==> src/rtl/core/qsvh_pkg.sv <==
// ----------------------------------------------------------------------------
// qsvh_pkg
// Shared widths, register indexes and types of the q-ary spin value histogram.
// ----------------------------------------------------------------------------
package qsvh_pkg;

   localparam int PLANE_W    = 64;
   localparam int NUM_PLANES = 4;
   localparam int MULT_W     = 32;
   localparam int COUNT_W    = 32;
   localparam int BIN_W      = 4;
   localparam int Q_W        = 5;
   localparam int HIST_DEPTH = 16;

   localparam int CSR_ADDR_W = 6;
   localparam int CSR_DATA_W = 64;
   localparam int REG_IDX_W  = 3;

   localparam int REQ_W = NUM_PLANES * PLANE_W + MULT_W;
   localparam int RSP_W = ((BIN_W + COUNT_W + 7) / 8) * 8;

   localparam logic [REG_IDX_W-1:0] REG_MODULUS    = 3'd0;
   localparam logic [REG_IDX_W-1:0] REG_OP_PLANE_0 = 3'd1;
   localparam logic [REG_IDX_W-1:0] REG_OP_PLANE_1 = 3'd2;
   localparam logic [REG_IDX_W-1:0] REG_OP_PLANE_2 = 3'd3;
   localparam logic [REG_IDX_W-1:0] REG_OP_PLANE_3 = 3'd4;

   typedef logic [NUM_PLANES-1:0][PLANE_W-1:0] plane_set_type;

   // one datapoint leaving the spin value pipeline
   typedef struct packed {
      logic              valid;
      logic [BIN_W-1:0]  bin;
      logic [MULT_W-1:0] mult;
      logic              last;
   } point_type;

endpackage

==> src/rtl/core/qsvh_spin_calc.sv <==
// ----------------------------------------------------------------------------
// qsvh_spin_calc
// Six-stage pipeline: masked plane popcounts, weighted sum over plane pairs,
// then the sum reduced modulo q by restoring steps over two stages.
// ----------------------------------------------------------------------------
module qsvh_spin_calc #(
   parameter int NUM_VARS   = 64,
   parameter int MAX_PLANES = 4
) (
   input  logic                           clock,
   input  logic                           reset,
   input  logic                           in_valid,
   input  qsvh_pkg::plane_set_type        state_planes,
   input  qsvh_pkg::plane_set_type        op_planes,
   input  logic [qsvh_pkg::MULT_W-1:0]    in_mult,
   input  logic                           in_last,
   input  logic [qsvh_pkg::Q_W-1:0]       q_eff,
   output qsvh_pkg::point_type            pt
);

   localparam int NUM_BYTES  = (NUM_VARS + 7) / 8;
   localparam int NUM_PAIRS  = MAX_PLANES * MAX_PLANES;
   localparam int BYTE_CNT_W = 4;
   localparam int CNT_W      = $clog2(NUM_VARS + 1);
   localparam int ROW_W      = CNT_W + MAX_PLANES;
   localparam int SUM_W      = CNT_W + 2 * MAX_PLANES;
   localparam int LO_W       = SUM_W / 2;
   localparam int STAGES     = 6;

   localparam int QW = qsvh_pkg::Q_W;

   logic [BYTE_CNT_W-1:0]       byte_cnt_in [NUM_PAIRS][NUM_BYTES];
   logic [BYTE_CNT_W-1:0]       byte_cnt_ff [NUM_PAIRS][NUM_BYTES];
   logic [CNT_W-1:0]            pair_cnt_in [NUM_PAIRS];
   logic [CNT_W-1:0]            pair_cnt_ff [NUM_PAIRS];
   logic [ROW_W-1:0]            row_in [MAX_PLANES];
   logic [ROW_W-1:0]            row_ff [MAX_PLANES];
   logic [SUM_W-1:0]            sum_in;
   logic [SUM_W-1:0]            sum_ff;
   logic [QW-1:0]               rem_hi_in;
   logic [QW-1:0]               rem_hi_ff;
   logic [LO_W-1:0]             lo_in;
   logic [LO_W-1:0]             lo_ff;
   logic [QW-1:0]               rem_in;
   logic [QW-1:0]               rem_ff;

   logic [STAGES-1:0]           valid_in;
   logic [STAGES-1:0]           valid_ff;
   logic [STAGES-1:0]           last_in;
   logic [STAGES-1:0]           last_ff;
   logic [qsvh_pkg::MULT_W-1:0] mult_in [STAGES];
   logic [qsvh_pkg::MULT_W-1:0] mult_ff [STAGES];

   // stage 1: popcount of each byte of every state/op plane pair
   always_comb begin
      for (int p = 0; p < NUM_PAIRS; p++) begin
         for (int b = 0; b < NUM_BYTES; b++) begin
            byte_cnt_in[p][b] = '0;
            for (int k = 0; k < 8; k++) begin
               if (b * 8 + k < NUM_VARS) begin
                  byte_cnt_in[p][b] = byte_cnt_in[p][b] + BYTE_CNT_W'(
                     state_planes[p / MAX_PLANES][b * 8 + k] &
                     op_planes[p % MAX_PLANES][b * 8 + k]);
               end
            end
         end
      end
   end

   // stage 2: per-pair count
   always_comb begin
      for (int p = 0; p < NUM_PAIRS; p++) begin
         pair_cnt_in[p] = '0;
         for (int b = 0; b < NUM_BYTES; b++) begin
            pair_cnt_in[p] = pair_cnt_in[p] + CNT_W'(byte_cnt_ff[p][b]);
         end
      end
   end

   // stage 3: weight by op plane
   always_comb begin
      for (int i = 0; i < MAX_PLANES; i++) begin
         row_in[i] = '0;
         for (int j = 0; j < MAX_PLANES; j++) begin
            row_in[i] = row_in[i] + (ROW_W'(pair_cnt_ff[i * MAX_PLANES + j]) << j);
         end
      end
   end

   // stage 4: weight by state plane
   always_comb begin
      sum_in = '0;
      for (int i = 0; i < MAX_PLANES; i++) begin
         sum_in = sum_in + (SUM_W'(row_ff[i]) << i);
      end
   end

   // stage 5: restoring reduction of the upper bits
   always_comb begin
      rem_hi_in = '0;
      for (int k = SUM_W - 1; k >= LO_W; k--) begin
         rem_hi_in = {rem_hi_in[QW-2:0], sum_ff[k]};
         if (rem_hi_in >= q_eff) begin
            rem_hi_in = rem_hi_in - q_eff;
         end
      end
      lo_in = sum_ff[LO_W-1:0];
   end

   // stage 6: finish with the lower bits
   always_comb begin
      rem_in = rem_hi_ff;
      for (int k = LO_W - 1; k >= 0; k--) begin
         rem_in = {rem_in[QW-2:0], lo_ff[k]};
         if (rem_in >= q_eff) begin
            rem_in = rem_in - q_eff;
         end
      end
   end

   always_comb begin
      valid_in   = {valid_ff[STAGES-2:0], in_valid};
      last_in    = {last_ff[STAGES-2:0], in_last};
      mult_in[0] = in_mult;
      for (int s = 1; s < STAGES; s++) begin
         mult_in[s] = mult_ff[s-1];
      end
   end

   always_ff @(posedge clock) begin
      if (reset) begin
         valid_ff <= '0;
      end else begin
         valid_ff <= valid_in;
      end
   end

   always_ff @(posedge clock) begin
      byte_cnt_ff <= byte_cnt_in;
      pair_cnt_ff <= pair_cnt_in;
      row_ff      <= row_in;
      sum_ff      <= sum_in;
      rem_hi_ff   <= rem_hi_in;
      lo_ff       <= lo_in;
      rem_ff      <= rem_in;
      last_ff     <= last_in;
      mult_ff     <= mult_in;
   end

   assign pt.valid = valid_ff[STAGES-1];
   assign pt.bin   = rem_ff[qsvh_pkg::BIN_W-1:0];
   assign pt.mult  = mult_ff[STAGES-1];
   assign pt.last  = last_ff[STAGES-1];

endmodule

==> src/rtl/core/qary_spin_value_histogram.sv <==
// ----------------------------------------------------------------------------
// qary_spin_value_histogram
// Histogram of operator spin values modulo q over a run of weighted points.
// ----------------------------------------------------------------------------
// A point that is not the last of its run is taken every cycle. Its spin value
// passes a six-stage popcount and modulo pipeline, then a two-stage
// read-modify-write of the 16-entry histogram memory, with forwarding between
// back-to-back hits on one bin. The point marked last closes the run: input is
// held off after it while the pipeline drains and while the q bins are read
// out, each in a read state and a load state, through the memory's single
// registered read port, and longer when the result side stalls. The histogram
// is cleared at once after the last bin, and after reset, by per-bin valid
// flags; no clearing pass is needed. Registers sit at byte address 8*i:
// modulus, then operator planes 0..3.
module qary_spin_value_histogram #(
   parameter int NUM_VARS   = 64,
   parameter int MAX_PLANES = 4,
   parameter int MAX_Q      = 16
) (
   input  logic                             clock,
   input  logic                             reset,

   input  logic                             req_tvalid,
   output logic                             req_tready,
   // state_plane_0, state_plane_1, state_plane_2, state_plane_3, multiplicity
   input  logic [qsvh_pkg::REQ_W-1:0]       req_tdata,
   input  logic                             req_tlast,   // last_point

   output logic                             rsp_tvalid,
   input  logic                             rsp_tready,
   // bin_index, bin_count, zero pad
   output logic [qsvh_pkg::RSP_W-1:0]       rsp_tdata,
   output logic                             rsp_tlast,   // last_bin

   input  logic                             csr_psel,
   input  logic                             csr_penable,
   input  logic                             csr_pwrite,
   input  logic [qsvh_pkg::CSR_ADDR_W-1:0]  csr_paddr,
   input  logic [qsvh_pkg::CSR_DATA_W-1:0]  csr_pwdata,
   output logic [qsvh_pkg::CSR_DATA_W-1:0]  csr_prdata,
   output logic                             csr_pready
);

   localparam int QW  = qsvh_pkg::Q_W;
   localparam int BW  = qsvh_pkg::BIN_W;
   localparam int CW  = qsvh_pkg::COUNT_W;
   localparam int MW  = qsvh_pkg::MULT_W;
   localparam int PAD = qsvh_pkg::RSP_W - BW - CW;

   typedef enum logic [2:0] {
      ST_RUN  = 3'b001,
      ST_READ = 3'b010,
      ST_LOAD = 3'b100
   } state_type;

   // configuration
   logic [QW-1:0]                      modulus_ff, modulus_in;
   qsvh_pkg::plane_set_type            op_plane_ff, op_plane_in;
   logic                               csr_wr;
   logic [qsvh_pkg::REG_IDX_W-1:0]     csr_idx;
   logic [QW-1:0]                      q_eff;
   logic [QW-1:0]                      q_last;

   // input side
   logic                               req_accept;
   qsvh_pkg::plane_set_type            req_planes;
   logic [MW-1:0]                      req_mult;
   qsvh_pkg::point_type                pt;

   // histogram update
   qsvh_pkg::point_type                m1_ff, m1_in;
   logic [CW-1:0]                      hist_mem [qsvh_pkg::HIST_DEPTH];
   logic [CW-1:0]                      mem_q_ff;
   logic [qsvh_pkg::HIST_DEPTH-1:0]    bin_vld_ff, bin_vld_in;
   logic                               rd_vld_ff;
   logic [BW-1:0]                      rd_addr;
   logic                               wr_en;
   logic [CW-1:0]                      old_count;
   logic [CW:0]                        sum_count;
   logic [CW-1:0]                      new_count;
   logic                               fwd_valid_ff, fwd_valid_in;
   logic [BW-1:0]                      fwd_bin_ff, fwd_bin_in;
   logic [CW-1:0]                      fwd_count_ff, fwd_count_in;
   logic                               fwd_hit;
   logic [CW-1:0]                      read_count;

   // readout control
   state_type                          state_ff, state_in;
   logic [BW-1:0]                      idx_ff, idx_in;
   logic                               busy_ff, busy_in;
   logic                               out_free;
   logic                               load;
   logic                               clear;

   // result register
   logic                               rsp_valid_ff, rsp_valid_in;
   logic [BW-1:0]                      rsp_index_ff, rsp_index_in;
   logic [CW-1:0]                      rsp_count_ff, rsp_count_in;
   logic                               rsp_last_ff, rsp_last_in;

   // ---------------------------------------------------------------- registers
   assign csr_pready = 1'b1;
   assign csr_wr     = csr_psel & csr_penable & csr_pwrite & csr_pready;
   assign csr_idx    = csr_paddr[qsvh_pkg::CSR_ADDR_W-1:3];

   always_comb begin
      modulus_in  = modulus_ff;
      op_plane_in = op_plane_ff;
      if (csr_wr) begin
         case (csr_idx)
            qsvh_pkg::REG_MODULUS:    modulus_in     = csr_pwdata[QW-1:0];
            qsvh_pkg::REG_OP_PLANE_0: op_plane_in[0] = csr_pwdata;
            qsvh_pkg::REG_OP_PLANE_1: op_plane_in[1] = csr_pwdata;
            qsvh_pkg::REG_OP_PLANE_2: op_plane_in[2] = csr_pwdata;
            qsvh_pkg::REG_OP_PLANE_3: op_plane_in[3] = csr_pwdata;
            default: ;
         endcase
      end
   end

   always_ff @(posedge clock) begin
      if (reset) begin
         modulus_ff  <= QW'(2);
         op_plane_ff <= '0;
      end else begin
         modulus_ff  <= modulus_in;
         op_plane_ff <= op_plane_in;
      end
   end

   always_comb begin
      case (csr_idx)
         qsvh_pkg::REG_MODULUS:    csr_prdata = qsvh_pkg::CSR_DATA_W'(modulus_ff);
         qsvh_pkg::REG_OP_PLANE_0: csr_prdata = op_plane_ff[0];
         qsvh_pkg::REG_OP_PLANE_1: csr_prdata = op_plane_ff[1];
         qsvh_pkg::REG_OP_PLANE_2: csr_prdata = op_plane_ff[2];
         qsvh_pkg::REG_OP_PLANE_3: csr_prdata = op_plane_ff[3];
         default:                  csr_prdata = '0;
      endcase
   end

   // clamp the modulus to 2..MAX_Q
   always_comb begin
      if (modulus_ff < QW'(2)) begin
         q_eff = QW'(2);
      end else if (modulus_ff > QW'(MAX_Q)) begin
         q_eff = QW'(MAX_Q);
      end else begin
         q_eff = modulus_ff;
      end
   end

   assign q_last = q_eff - QW'(1);

   // ------------------------------------------------------------- spin value
   assign req_tready = ~busy_ff;
   assign req_accept = req_tvalid & req_tready;
   assign req_planes = req_tdata[qsvh_pkg::NUM_PLANES*qsvh_pkg::PLANE_W-1:0];
   assign req_mult   = req_tdata[qsvh_pkg::NUM_PLANES*qsvh_pkg::PLANE_W +: MW];

   qsvh_spin_calc #(
      .NUM_VARS   (NUM_VARS),
      .MAX_PLANES (MAX_PLANES)
   ) u_spin_calc (
      .clock        (clock),
      .reset        (reset),
      .in_valid     (req_accept),
      .state_planes (req_planes),
      .op_planes    (op_plane_ff),
      .in_mult      (req_mult),
      .in_last      (req_tlast),
      .q_eff        (q_eff),
      .pt           (pt)
   );

   // ------------------------------------------------------ histogram update
   assign m1_in   = pt;
   // hold the readout address for the whole read and load of a bin
   assign rd_addr = (state_ff == ST_RUN) ? pt.bin : idx_ff;
   assign wr_en   = m1_ff.valid;

   // the write issued in the read cycle is not in mem_q_ff: take it from fwd
   assign fwd_hit    = fwd_valid_ff && (fwd_bin_ff == m1_ff.bin);
   assign read_count = rd_vld_ff ? mem_q_ff : '0;
   assign old_count  = fwd_hit ? fwd_count_ff : read_count;
   assign sum_count  = {1'b0, old_count} + {1'b0, m1_ff.mult};
   assign new_count  = sum_count[CW] ? {CW{1'b1}} : sum_count[CW-1:0];

   assign fwd_valid_in = wr_en;
   assign fwd_bin_in   = m1_ff.bin;
   assign fwd_count_in = new_count;

   always_comb begin
      bin_vld_in = bin_vld_ff;
      if (clear) begin
         bin_vld_in = '0;
      end else if (wr_en) begin
         bin_vld_in[m1_ff.bin] = 1'b1;
      end
   end

   always_ff @(posedge clock) begin
      if (wr_en) begin
         hist_mem[m1_ff.bin] <= new_count;
      end
      mem_q_ff <= hist_mem[rd_addr];
   end

   always_ff @(posedge clock) begin
      if (reset) begin
         m1_ff        <= '0;
         bin_vld_ff   <= '0;
         fwd_valid_ff <= 1'b0;
      end else begin
         m1_ff        <= m1_in;
         bin_vld_ff   <= bin_vld_in;
         fwd_valid_ff <= fwd_valid_in;
      end
   end

   always_ff @(posedge clock) begin
      rd_vld_ff    <= bin_vld_ff[rd_addr];
      fwd_bin_ff   <= fwd_bin_in;
      fwd_count_ff <= fwd_count_in;
   end

   // ---------------------------------------------------------------- readout
   assign out_free = ~rsp_valid_ff | rsp_tready;

   always_comb begin
      state_in = state_ff;
      idx_in   = idx_ff;
      busy_in  = busy_ff;
      load     = 1'b0;
      clear    = 1'b0;
      if (req_accept && req_tlast) begin
         busy_in = 1'b1;
      end
      case (state_ff)
         ST_RUN: begin
            if (m1_ff.valid && m1_ff.last) begin
               state_in = ST_READ;
               idx_in   = '0;
            end
         end
         ST_READ: begin
            state_in = ST_LOAD;
         end
         ST_LOAD: begin
            if (out_free) begin
               load = 1'b1;
               if (idx_ff == q_last[BW-1:0]) begin
                  clear    = 1'b1;
                  busy_in  = 1'b0;
                  state_in = ST_RUN;
               end else begin
                  idx_in   = idx_ff + BW'(1);
                  state_in = ST_READ;
               end
            end
         end
         default: begin
            state_in = ST_RUN;
         end
      endcase
   end

   always_comb begin
      rsp_valid_in = rsp_valid_ff & ~rsp_tready;
      rsp_index_in = rsp_index_ff;
      rsp_count_in = rsp_count_ff;
      rsp_last_in  = rsp_last_ff;
      if (load) begin
         rsp_valid_in = 1'b1;
         rsp_index_in = idx_ff;
         rsp_count_in = read_count;
         rsp_last_in  = (idx_ff == q_last[BW-1:0]);
      end
   end

   always_ff @(posedge clock) begin
      if (reset) begin
         state_ff     <= ST_RUN;
         busy_ff      <= 1'b0;
         rsp_valid_ff <= 1'b0;
      end else begin
         state_ff     <= state_in;
         busy_ff      <= busy_in;
         rsp_valid_ff <= rsp_valid_in;
      end
   end

   always_ff @(posedge clock) begin
      idx_ff       <= idx_in;
      rsp_index_ff <= rsp_index_in;
      rsp_count_ff <= rsp_count_in;
      rsp_last_ff  <= rsp_last_in;
   end

   assign rsp_tvalid = rsp_valid_ff;
   assign rsp_tdata  = {{PAD{1'b0}}, rsp_count_ff, rsp_index_ff};
   assign rsp_tlast  = rsp_last_ff;

endmodule

==> config.mk <==
export PLATFORM = sky130hd
export DESIGN_NAME = qary_spin_value_histogram
export DESIGN_NICKNAME = d
export VERILOG_FILES = /design/src/rtl/core/qsvh_pkg.sv /design/src/rtl/core/qsvh_spin_calc.sv /design/src/rtl/core/qary_spin_value_histogram.sv
export SDC_FILE = /design/constraint.sdc
export NUM_CORES = 2
export LEC_CHECK = 0
export ABC_CLOCK_PERIOD_IN_PS = 11150
export BUFFER_PORTS_ARGS = -buffer_cell sky130_fd_sc_hd__buf_4
export CORE_MARGIN = 4
export CORE_UTILIZATION = 60
export DETAILED_ROUTE_END_ITERATION = 12
export PLACE_DENSITY = 0.84
export SLEW_MARGIN = 20
export SYNTH_ARGS = -nofsm -noshare
export SYNTH_HDL_FRONTEND = slang
export SYNTH_HIERARCHICAL = 1
export SYNTH_SLANG_ARGS = --single-unit
==> constraint.sdc <==
create_clock -name clock -period 11.15 [get_ports clock]
set_clock_uncertainty 0.05 [all_clocks]
set_input_delay 1.6725 -clock clock [delete_from_list [all_inputs] [get_ports clock]]
set_output_delay 1.6725 -clock clock [all_outputs]
set_load 0.02 [all_outputs]
==> After elaboration in Yosys (flattened, before gate mapping) <==
Memories as Yosys holds them, arrays and structs flattened. A register that Yosys moved wholly into a read port is not among the register bits.
Cells that the tools add are included.
{ "totals": {"output_inout_bits": 108, "in_bits": 366, "regBits": 1301, "n_memories": 1, "romBits": 0, "elab_cells": 2348, "latchBits": 0, "ram_bits": 512} }
{ "op_classes": {"bitwise_logic": 1033, "n_div": 0, "n_shift": 0, "add_sub_neg": 1041, "magnitude_cmp": 20, "n_mul": 0, "reduce_logical": 14, "eq_ne": 12, "muxes": 46} }
{ "memory_table": {"columns": ["name", "words", "width", "rd", "rd_clocked_by_memory_dff", "wr", "line", "text"], "rows": [
  ["hist_mem", 16, 32, 1, 1, 1, "qary_spin_value_histogram.sv:72", "logic [CW-1:0] hist_mem [qsvh_pkg::HIST_DEPTH];"]
]} }
{ "op_table": {"columns": ["operator", "n"], "rows": [
  ["$add 4x4->4", 896],
  ["$and 1x1->1", 1028],
  ["$add 7x4->7", 96],
  ["$pmux 64 s5", 1],
  ["$mux 32", 3],
  ["$add 4x4->5", 16],
  ["$mux 4", 19],
  ["$ge 5x5->1", 14],
  ["$sub 4x4->4", 14],
  ["$add 11x10->11", 4],
  ["$add 11x9->11", 4],
  ["$add 7x8->9", 4],
  ["$add 32x32->33", 1],
  ["$or 16x16->16", 1],
  ["$add 15x13->15", 1],
  ["$add 15x14->15", 1],
  ["$mux 1", 14],
  ["$add 11x12->13", 1],
  ["$reduce_and 2->1", 6],
  ["$lt 4x5->1 const B", 2],
  ["$mux 5", 2],
  ["$eq 3x2->1 const B", 3],
  ["$pmux 3 s3", 1],
  ["$eq 4x4->1", 2],
  ["23 further kinds", 32]
]} }

==> Logic depth before layout (Yosys ltp) <==
{ "logic_depth": {"depth_word": 19, "depth_mapped": 50, "ltp_nobuf": 50} }

==> Modules after synthesis <==
Netlist, hierarchy kept.
{ "modules_own_cells": {"columns": ["mod", "seq_area_each_um2", "n_inst", "area_per_inst_um2", "cells_per_inst"], "rows": [
  ["qsvh_spin_calc", 18057.3, 1, 60884.6, 5616],
  ["qary_spin_value_histogram", 24413.4, 1, 37639.8, 3393]
]} }

==> Worst setup path before layout <==
OpenSTA, ideal clock, no wires.
{ "synth_timing": {"path_kind": "register -> register", "startpoint": "register modulus_ff[2]", "endpoint": "register u_spin_calc.rem_hi_ff[3]", "path_stages_with_launch": 47, "arrival_ps": 9863, "setup_ps": 106, "synth_period_minus_slack_ps": 10019, "n_path_buf": 0, "slack_ps": 1131, "required_time_ps": 10994, "cell_sequence": "dfxtp_1 o311ai_0 inv_1 ha_1 inv_1 a21oi_1 a21o_2 inv_1 ha_1 o21ba_2 a32o_2 a31o_4 mux2i_1 ha_1 a21o_1 a31oi_1 o21ai_1 o21ai_1 [... 11 more ...] mux2i_1 ha_1 a21o_1 a31oi_1 o21ai_2 or3b_2 o211ai_1 ha_1 nand2_1 o31ai_1 nor2_1 a21oi_1 ha_1 o21ai_0 o2bb2ai_1 o21ai_1 or3b_2 o311ai_0"} }
{ "synth_between": {"elab_chain_cells": 19, "word_cells_on_any_way": 28, "classes_between": "8 x add/sub; 10 x order compare; 10 x mux"} }
{ "synth_lines": {"columns": ["element", "line", "text"], "rows": [
  ["start: declaration", "qary_spin_value_histogram.sv:57", "logic [QW-1:0] modulus_ff, modulus_in;"],
  ["start signal: assignment", "qary_spin_value_histogram.sv:126", "modulus_ff <= modulus_in;"],
  ["$gt 5x5->1", "qary_spin_value_histogram.sv:146", "end else if (modulus_ff > QW'(MAX_Q)) begin"],
  ["$mux 5", "qary_spin_value_histogram.sv:146", null],
  ["$mux 5 *", "qary_spin_value_histogram.sv:144", "if (modulus_ff < QW'(2)) begin"],
  ["named net q_eff[0]", "qary_spin_value_histogram.sv:61", "logic [QW-1:0] q_eff;"],
  ["$sub 1x4->4 / $ge 1x5->1 (equally long branches)", "qsvh_spin_calc.sv:104, qsvh_spin_calc.sv:103", null],
  ["$mux 4", "qsvh_spin_calc.sv:103", "if (rem_hi_in >= q_eff) begin"],
  ["$sub 4x4->4 / $ge 5x5->1 (equally long branches)", "qsvh_spin_calc.sv:104, qsvh_spin_calc.sv:103", null],
  ["$mux 4", "qsvh_spin_calc.sv:103", null],
  ["[... 5 more ...]", null, null],
  ["$mux 4", "qsvh_spin_calc.sv:103", null],
  ["$sub 4x4->4 / $ge 5x5->1 (equally long branches)", "qsvh_spin_calc.sv:104, qsvh_spin_calc.sv:103", null],
  ["$mux 4", "qsvh_spin_calc.sv:103", null],
  ["$sub 4x4->4 / $ge 5x5->1 (equally long branches)", "qsvh_spin_calc.sv:104, qsvh_spin_calc.sv:103", null],
  ["$mux 4", "qsvh_spin_calc.sv:103", null],
  ["$sub 4x4->4 / $ge 5x5->1 (equally long branches)", "qsvh_spin_calc.sv:104, qsvh_spin_calc.sv:103", null],
  ["$mux 4 *", "qsvh_spin_calc.sv:103", null],
  ["named net u_spin_calc.rem_hi_in[3]", "qsvh_spin_calc.sv:40", "logic [QW-1:0] rem_hi_in;"],
  ["end signal: assignment", "qsvh_spin_calc.sv:143", "rem_hi_ff <= rem_hi_in;"],
  ["end: declaration", "qsvh_spin_calc.sv:41", "logic [QW-1:0] rem_hi_ff;"]
]} }
Mark *: on every way through the listed nets, which the timed path passes. The rest lies on a longest branch.
A chain may end at the register's enable or synchronous reset.

==> Worst setup path in the final report <==
{ "layout_timing": {"startpoint": "register modulus_ff[4]", "endpoint": "register u_spin_calc.rem_hi_ff[3]"} }
{ "layout_between": {"elab_chain_cells": 19, "word_cells_on_any_way": 28, "classes_between": "8 x add/sub; 10 x order compare; 10 x mux"} }
{ "layout_lines": {"columns": ["element", "line"], "rows": [
  ["$gt 5x5->1", "qary_spin_value_histogram.sv:146"],
  ["$mux 5", "qary_spin_value_histogram.sv:146"],
  ["$mux 5 *", "qary_spin_value_histogram.sv:144"],
  ["named net q_eff[1]", "qary_spin_value_histogram.sv:61"],
  ["$sub 1x4->4 / $ge 1x5->1 (equally long branches)", "qsvh_spin_calc.sv:104, qsvh_spin_calc.sv:103"],
  ["$mux 4", "qsvh_spin_calc.sv:103"],
  ["$sub 4x4->4 / $ge 5x5->1 (equally long branches)", "qsvh_spin_calc.sv:104, qsvh_spin_calc.sv:103"],
  ["$mux 4", "qsvh_spin_calc.sv:103"],
  ["[... 5 more ...]", null],
  ["$mux 4", "qsvh_spin_calc.sv:103"],
  ["$sub 4x4->4 / $ge 5x5->1 (equally long branches)", "qsvh_spin_calc.sv:104, qsvh_spin_calc.sv:103"],
  ["$mux 4", "qsvh_spin_calc.sv:103"],
  ["$ge 5x5->1 / $sub 4x4->4 (equally long branches)", "qsvh_spin_calc.sv:103, qsvh_spin_calc.sv:104"],
  ["$mux 4", "qsvh_spin_calc.sv:103"],
  ["$sub 4x4->4 / $ge 5x5->1 (equally long branches)", "qsvh_spin_calc.sv:104, qsvh_spin_calc.sv:103"],
  ["$mux 4 *", "qsvh_spin_calc.sv:103"],
  ["named net u_spin_calc.rem_hi_in[3]", "qsvh_spin_calc.sv:40"]
]} }
Marked as above.

==> impl_metrics.ini <==
[final_layout]
final_cell_mix = nand2_1 (1439), dfxtp_1 (1291), inv_1 (1190)
final_common_cell = nand2_1
nNetsFinal = 11400
drive_above_1_share_pct = 10.1
final_cell_count_no_fill = 11800
syn2layout_area_growth_pct = 12.3

[route]
ant_nets = 0
wire_per_inst_um = 27.7
drc_errors = 0
drt-pass1-iter-count = 6
drt_iter0_drc = 7113
wirelength_um = 327000
num_vias = 68700
routed_via_density = 5.83

[global_route]
grt.overflow.total = 0
grt_pass1_wl_um = 470000
grt_max_degree = 237
grt_pass1_vias = 71100
grt_antenna_before_repair = 42
grt_util_all_layers_pct = 38.3

[timing]
worst_slew_pin_slew_ns = 1.38
slew_viol_final = 0
hold_viol_final = 0
fmax_mhz = 97.9
slew_headroom_pct = 7.70
finalSetupViolCount = 0
fin_crit_sh_pct = 91.6
layout_min_cycle_time_ns = 10.22
setup_total_negative_slack_ns = 0
rsz0062_at_grt = false

[critical_path]
start_kind = flip-flop
worstSetupPathType = reg -> reg
crit_arrival_ns = 10.90
cpMostUsedCell = ha_1
crit_fanout = 9
cpPeakStageDelay_ns = 0.47
worstSetupEndpointType = flip-flop
slowest_stage = dfxtp_1
crit_required_ns = 11.83

[clocking]
path_clk_slew_ns = 0.07
clock_latency_ns = 0.86
cts_hold_buffers = 0
tritoncts = done
h-tree-depth = 4
cts.path.max_buffers = 3
cts_buffers = 185
cts_sinks = 1845
root_buffer = clkbuf_16

[floorplan]
die_w_um = 413
dieHeight_um = 413
core_um2 = 163000
initial_core_util_pct = 60.5
rows = 148
die_area_um2 = 171000
io_pins = 474

[logic_synthesis]
synthesis.area_um2 = 98500
avgSynthCellArea_um2 = 10.9
async_reset_ff_share_pct = 0
synthCells = 9009
yosys.area.top_type = dfxtp_1
synth_seq_area_share_pct = 43.1
synth.area.top_cells = dfxtp_1 (26%), fa_1 (19%), edfxtp_1 (17%)
ys.warnings.count = 6
synth_top_area_share_pct = 26.3
synth-seq-cells = 1845
synth_edf_count = 553
ys_types = 77
synth_ff_type = dfxtp_1

[place]
placedCellCount = 11400
numPortBuffers = 465
gp_congestion = 1.03
hpwl_um = 246000

[run_status]
status = finished, final reports clean

[job]
max_cap_viol_count = 0

[hold_path]
hold_path.class = reg -> reg

[power_and_ir_drop]
p_per_area_nw_per_um2 = 234
p_leak_nw = 49.9
ir_worst_vdd_mv = 1.65
cell families after synthesis:
| group | share of synthesized area (%) |
|---|---|
| simple gates | 12.1 |
| flops | 43.1 |
| fa+ha+maj | 28.0 |
| buf+inv | 5.85 |
| compound gates | 7.83 |
| xor+xnor | 2.27 |
| mux | 0.814 |
| other cells | 0.00762 |
final cells by class:
type,count,area (um2)
fill,11900,52300
antenna,21,52.6
multi-input combinational,5694,50600
clock buffer,250,5260
clock inverter,99,1230
tap,2175,2720
timing repair buffer,519,3930
sequential,1845,42500
inverter,1189,4460
metal layers:
metal  up-vias  wire, um  track usage [%]
met5         -       131                0
met4        12     25900             25.0
met3      1034     29300             7.56
met2      3833    150000             60.8
met1     33900    122000             48.0
li1      29900         -                -
path summary, 6_finish.rpt:
check                         startpoint                        to  slack, ns  cells after the start
max                        modulus_ff[4]  u_spin_calc/rem_hi_ff[3]       0.93                     47
min          u_spin_calc/pair_cnt_ff[21]     u_spin_calc/row_ff[0]       0.25                      0
max reg2reg                modulus_ff[4]  u_spin_calc/rem_hi_ff[3]       0.93                     47
min reg2reg  u_spin_calc/pair_cnt_ff[21]     u_spin_calc/row_ff[0]       0.25                      0
worst max-delay path: cells and delay by family, from the launching register on:
kind	cells	cell delay (ns)
AOI/OAI and AO/OA	26	4.66
adders and majority gates	7	2.08
buffers and inverters	6	0.60
DFF	1	0.47
muxes	2	0.36
and+or+nand+nor	6	1.83
flip-flops by register name, indices dropped and copies added (netlist names), 5 cells and up:
register and count:
bin_vld_ff 16, fwd_count_ff 32, hist_mem 512, m1_ff 33
mem_q_ff 32, modulus_ff 5, op_plane_ff 256, rsp_count_ff 32
u_spin_calc/byte_cnt_ff 512, u_spin_calc/last_ff 6, u_spin_calc/lo_ff 7, u_spin_calc/mult_ff 160
u_spin_calc/pair_cnt_ff 112, u_spin_calc/pt 32, u_spin_calc/row_ff 44, u_spin_calc/sum_ff 15
u_spin_calc/valid_ff 6
cells in the mapped netlist, types with 5 or more instances:
master and count:
edfxtp_1 553, mux2i_1 19, o21a_1 27, and2_1 685
a311oi_1 67, a21oi_1 548, a22oi_1 128, and3_1 6
inv_1 1189, o21ai_0 47, xnor2_1 165, o22ai_1 7
nor2b_1 207, o41ai_1 5, buf_1 16, o21bai_1 9
nand2_1 1443, buf_4 48, a21o_1 61, nand3_1 11
o21ai_1 6, dfxtp_1 1292, nor2_1 74, buf_2 20
a211oi_1 173, a31oi_1 84, o211ai_1 9, clkbuf_1 196
ha_1 671, mux2_2 53, nand2b_1 36, nor3_1 20
o31ai_1 7, xor2_1 90, or3_1 5, fa_1 958
metrics by stage:
stage / power, W / setup WS (ns) / instance area [um2] / hold WS [ns] / util, %
global placement: 0.0185 / 0.561 / 104000 / 0.262 / 63.9
detailed placement: 0.0187 / 0.524 / 104000 / 0.262 / 63.9
finish: 0.0258 / 0.933 / 111000 / 0.251 / 67.9
floorplan: 0.0164 / 1.13 / 98500 / 0.260 / -
CTS: 0.0252 / 0.473 / 111000 / 0.242 / 67.9
global route: 0.0273 / 0.000463 / 111000 / 0.259 / 67.9
timing repair:
action	4_1_cts	5_1_grt
endpoints found under the setup margin	0	8
resized for setup	0	10
buffers inserted	0	1
hold endpoints to repair	0	0
report_power, final:
group	switching [W]	internal, W
registers	0.000178	0.00775
clock network	0.00287	0.00365
logic	0.00638	0.00502
No activity file was read; power rests on OpenSTA's default activity.
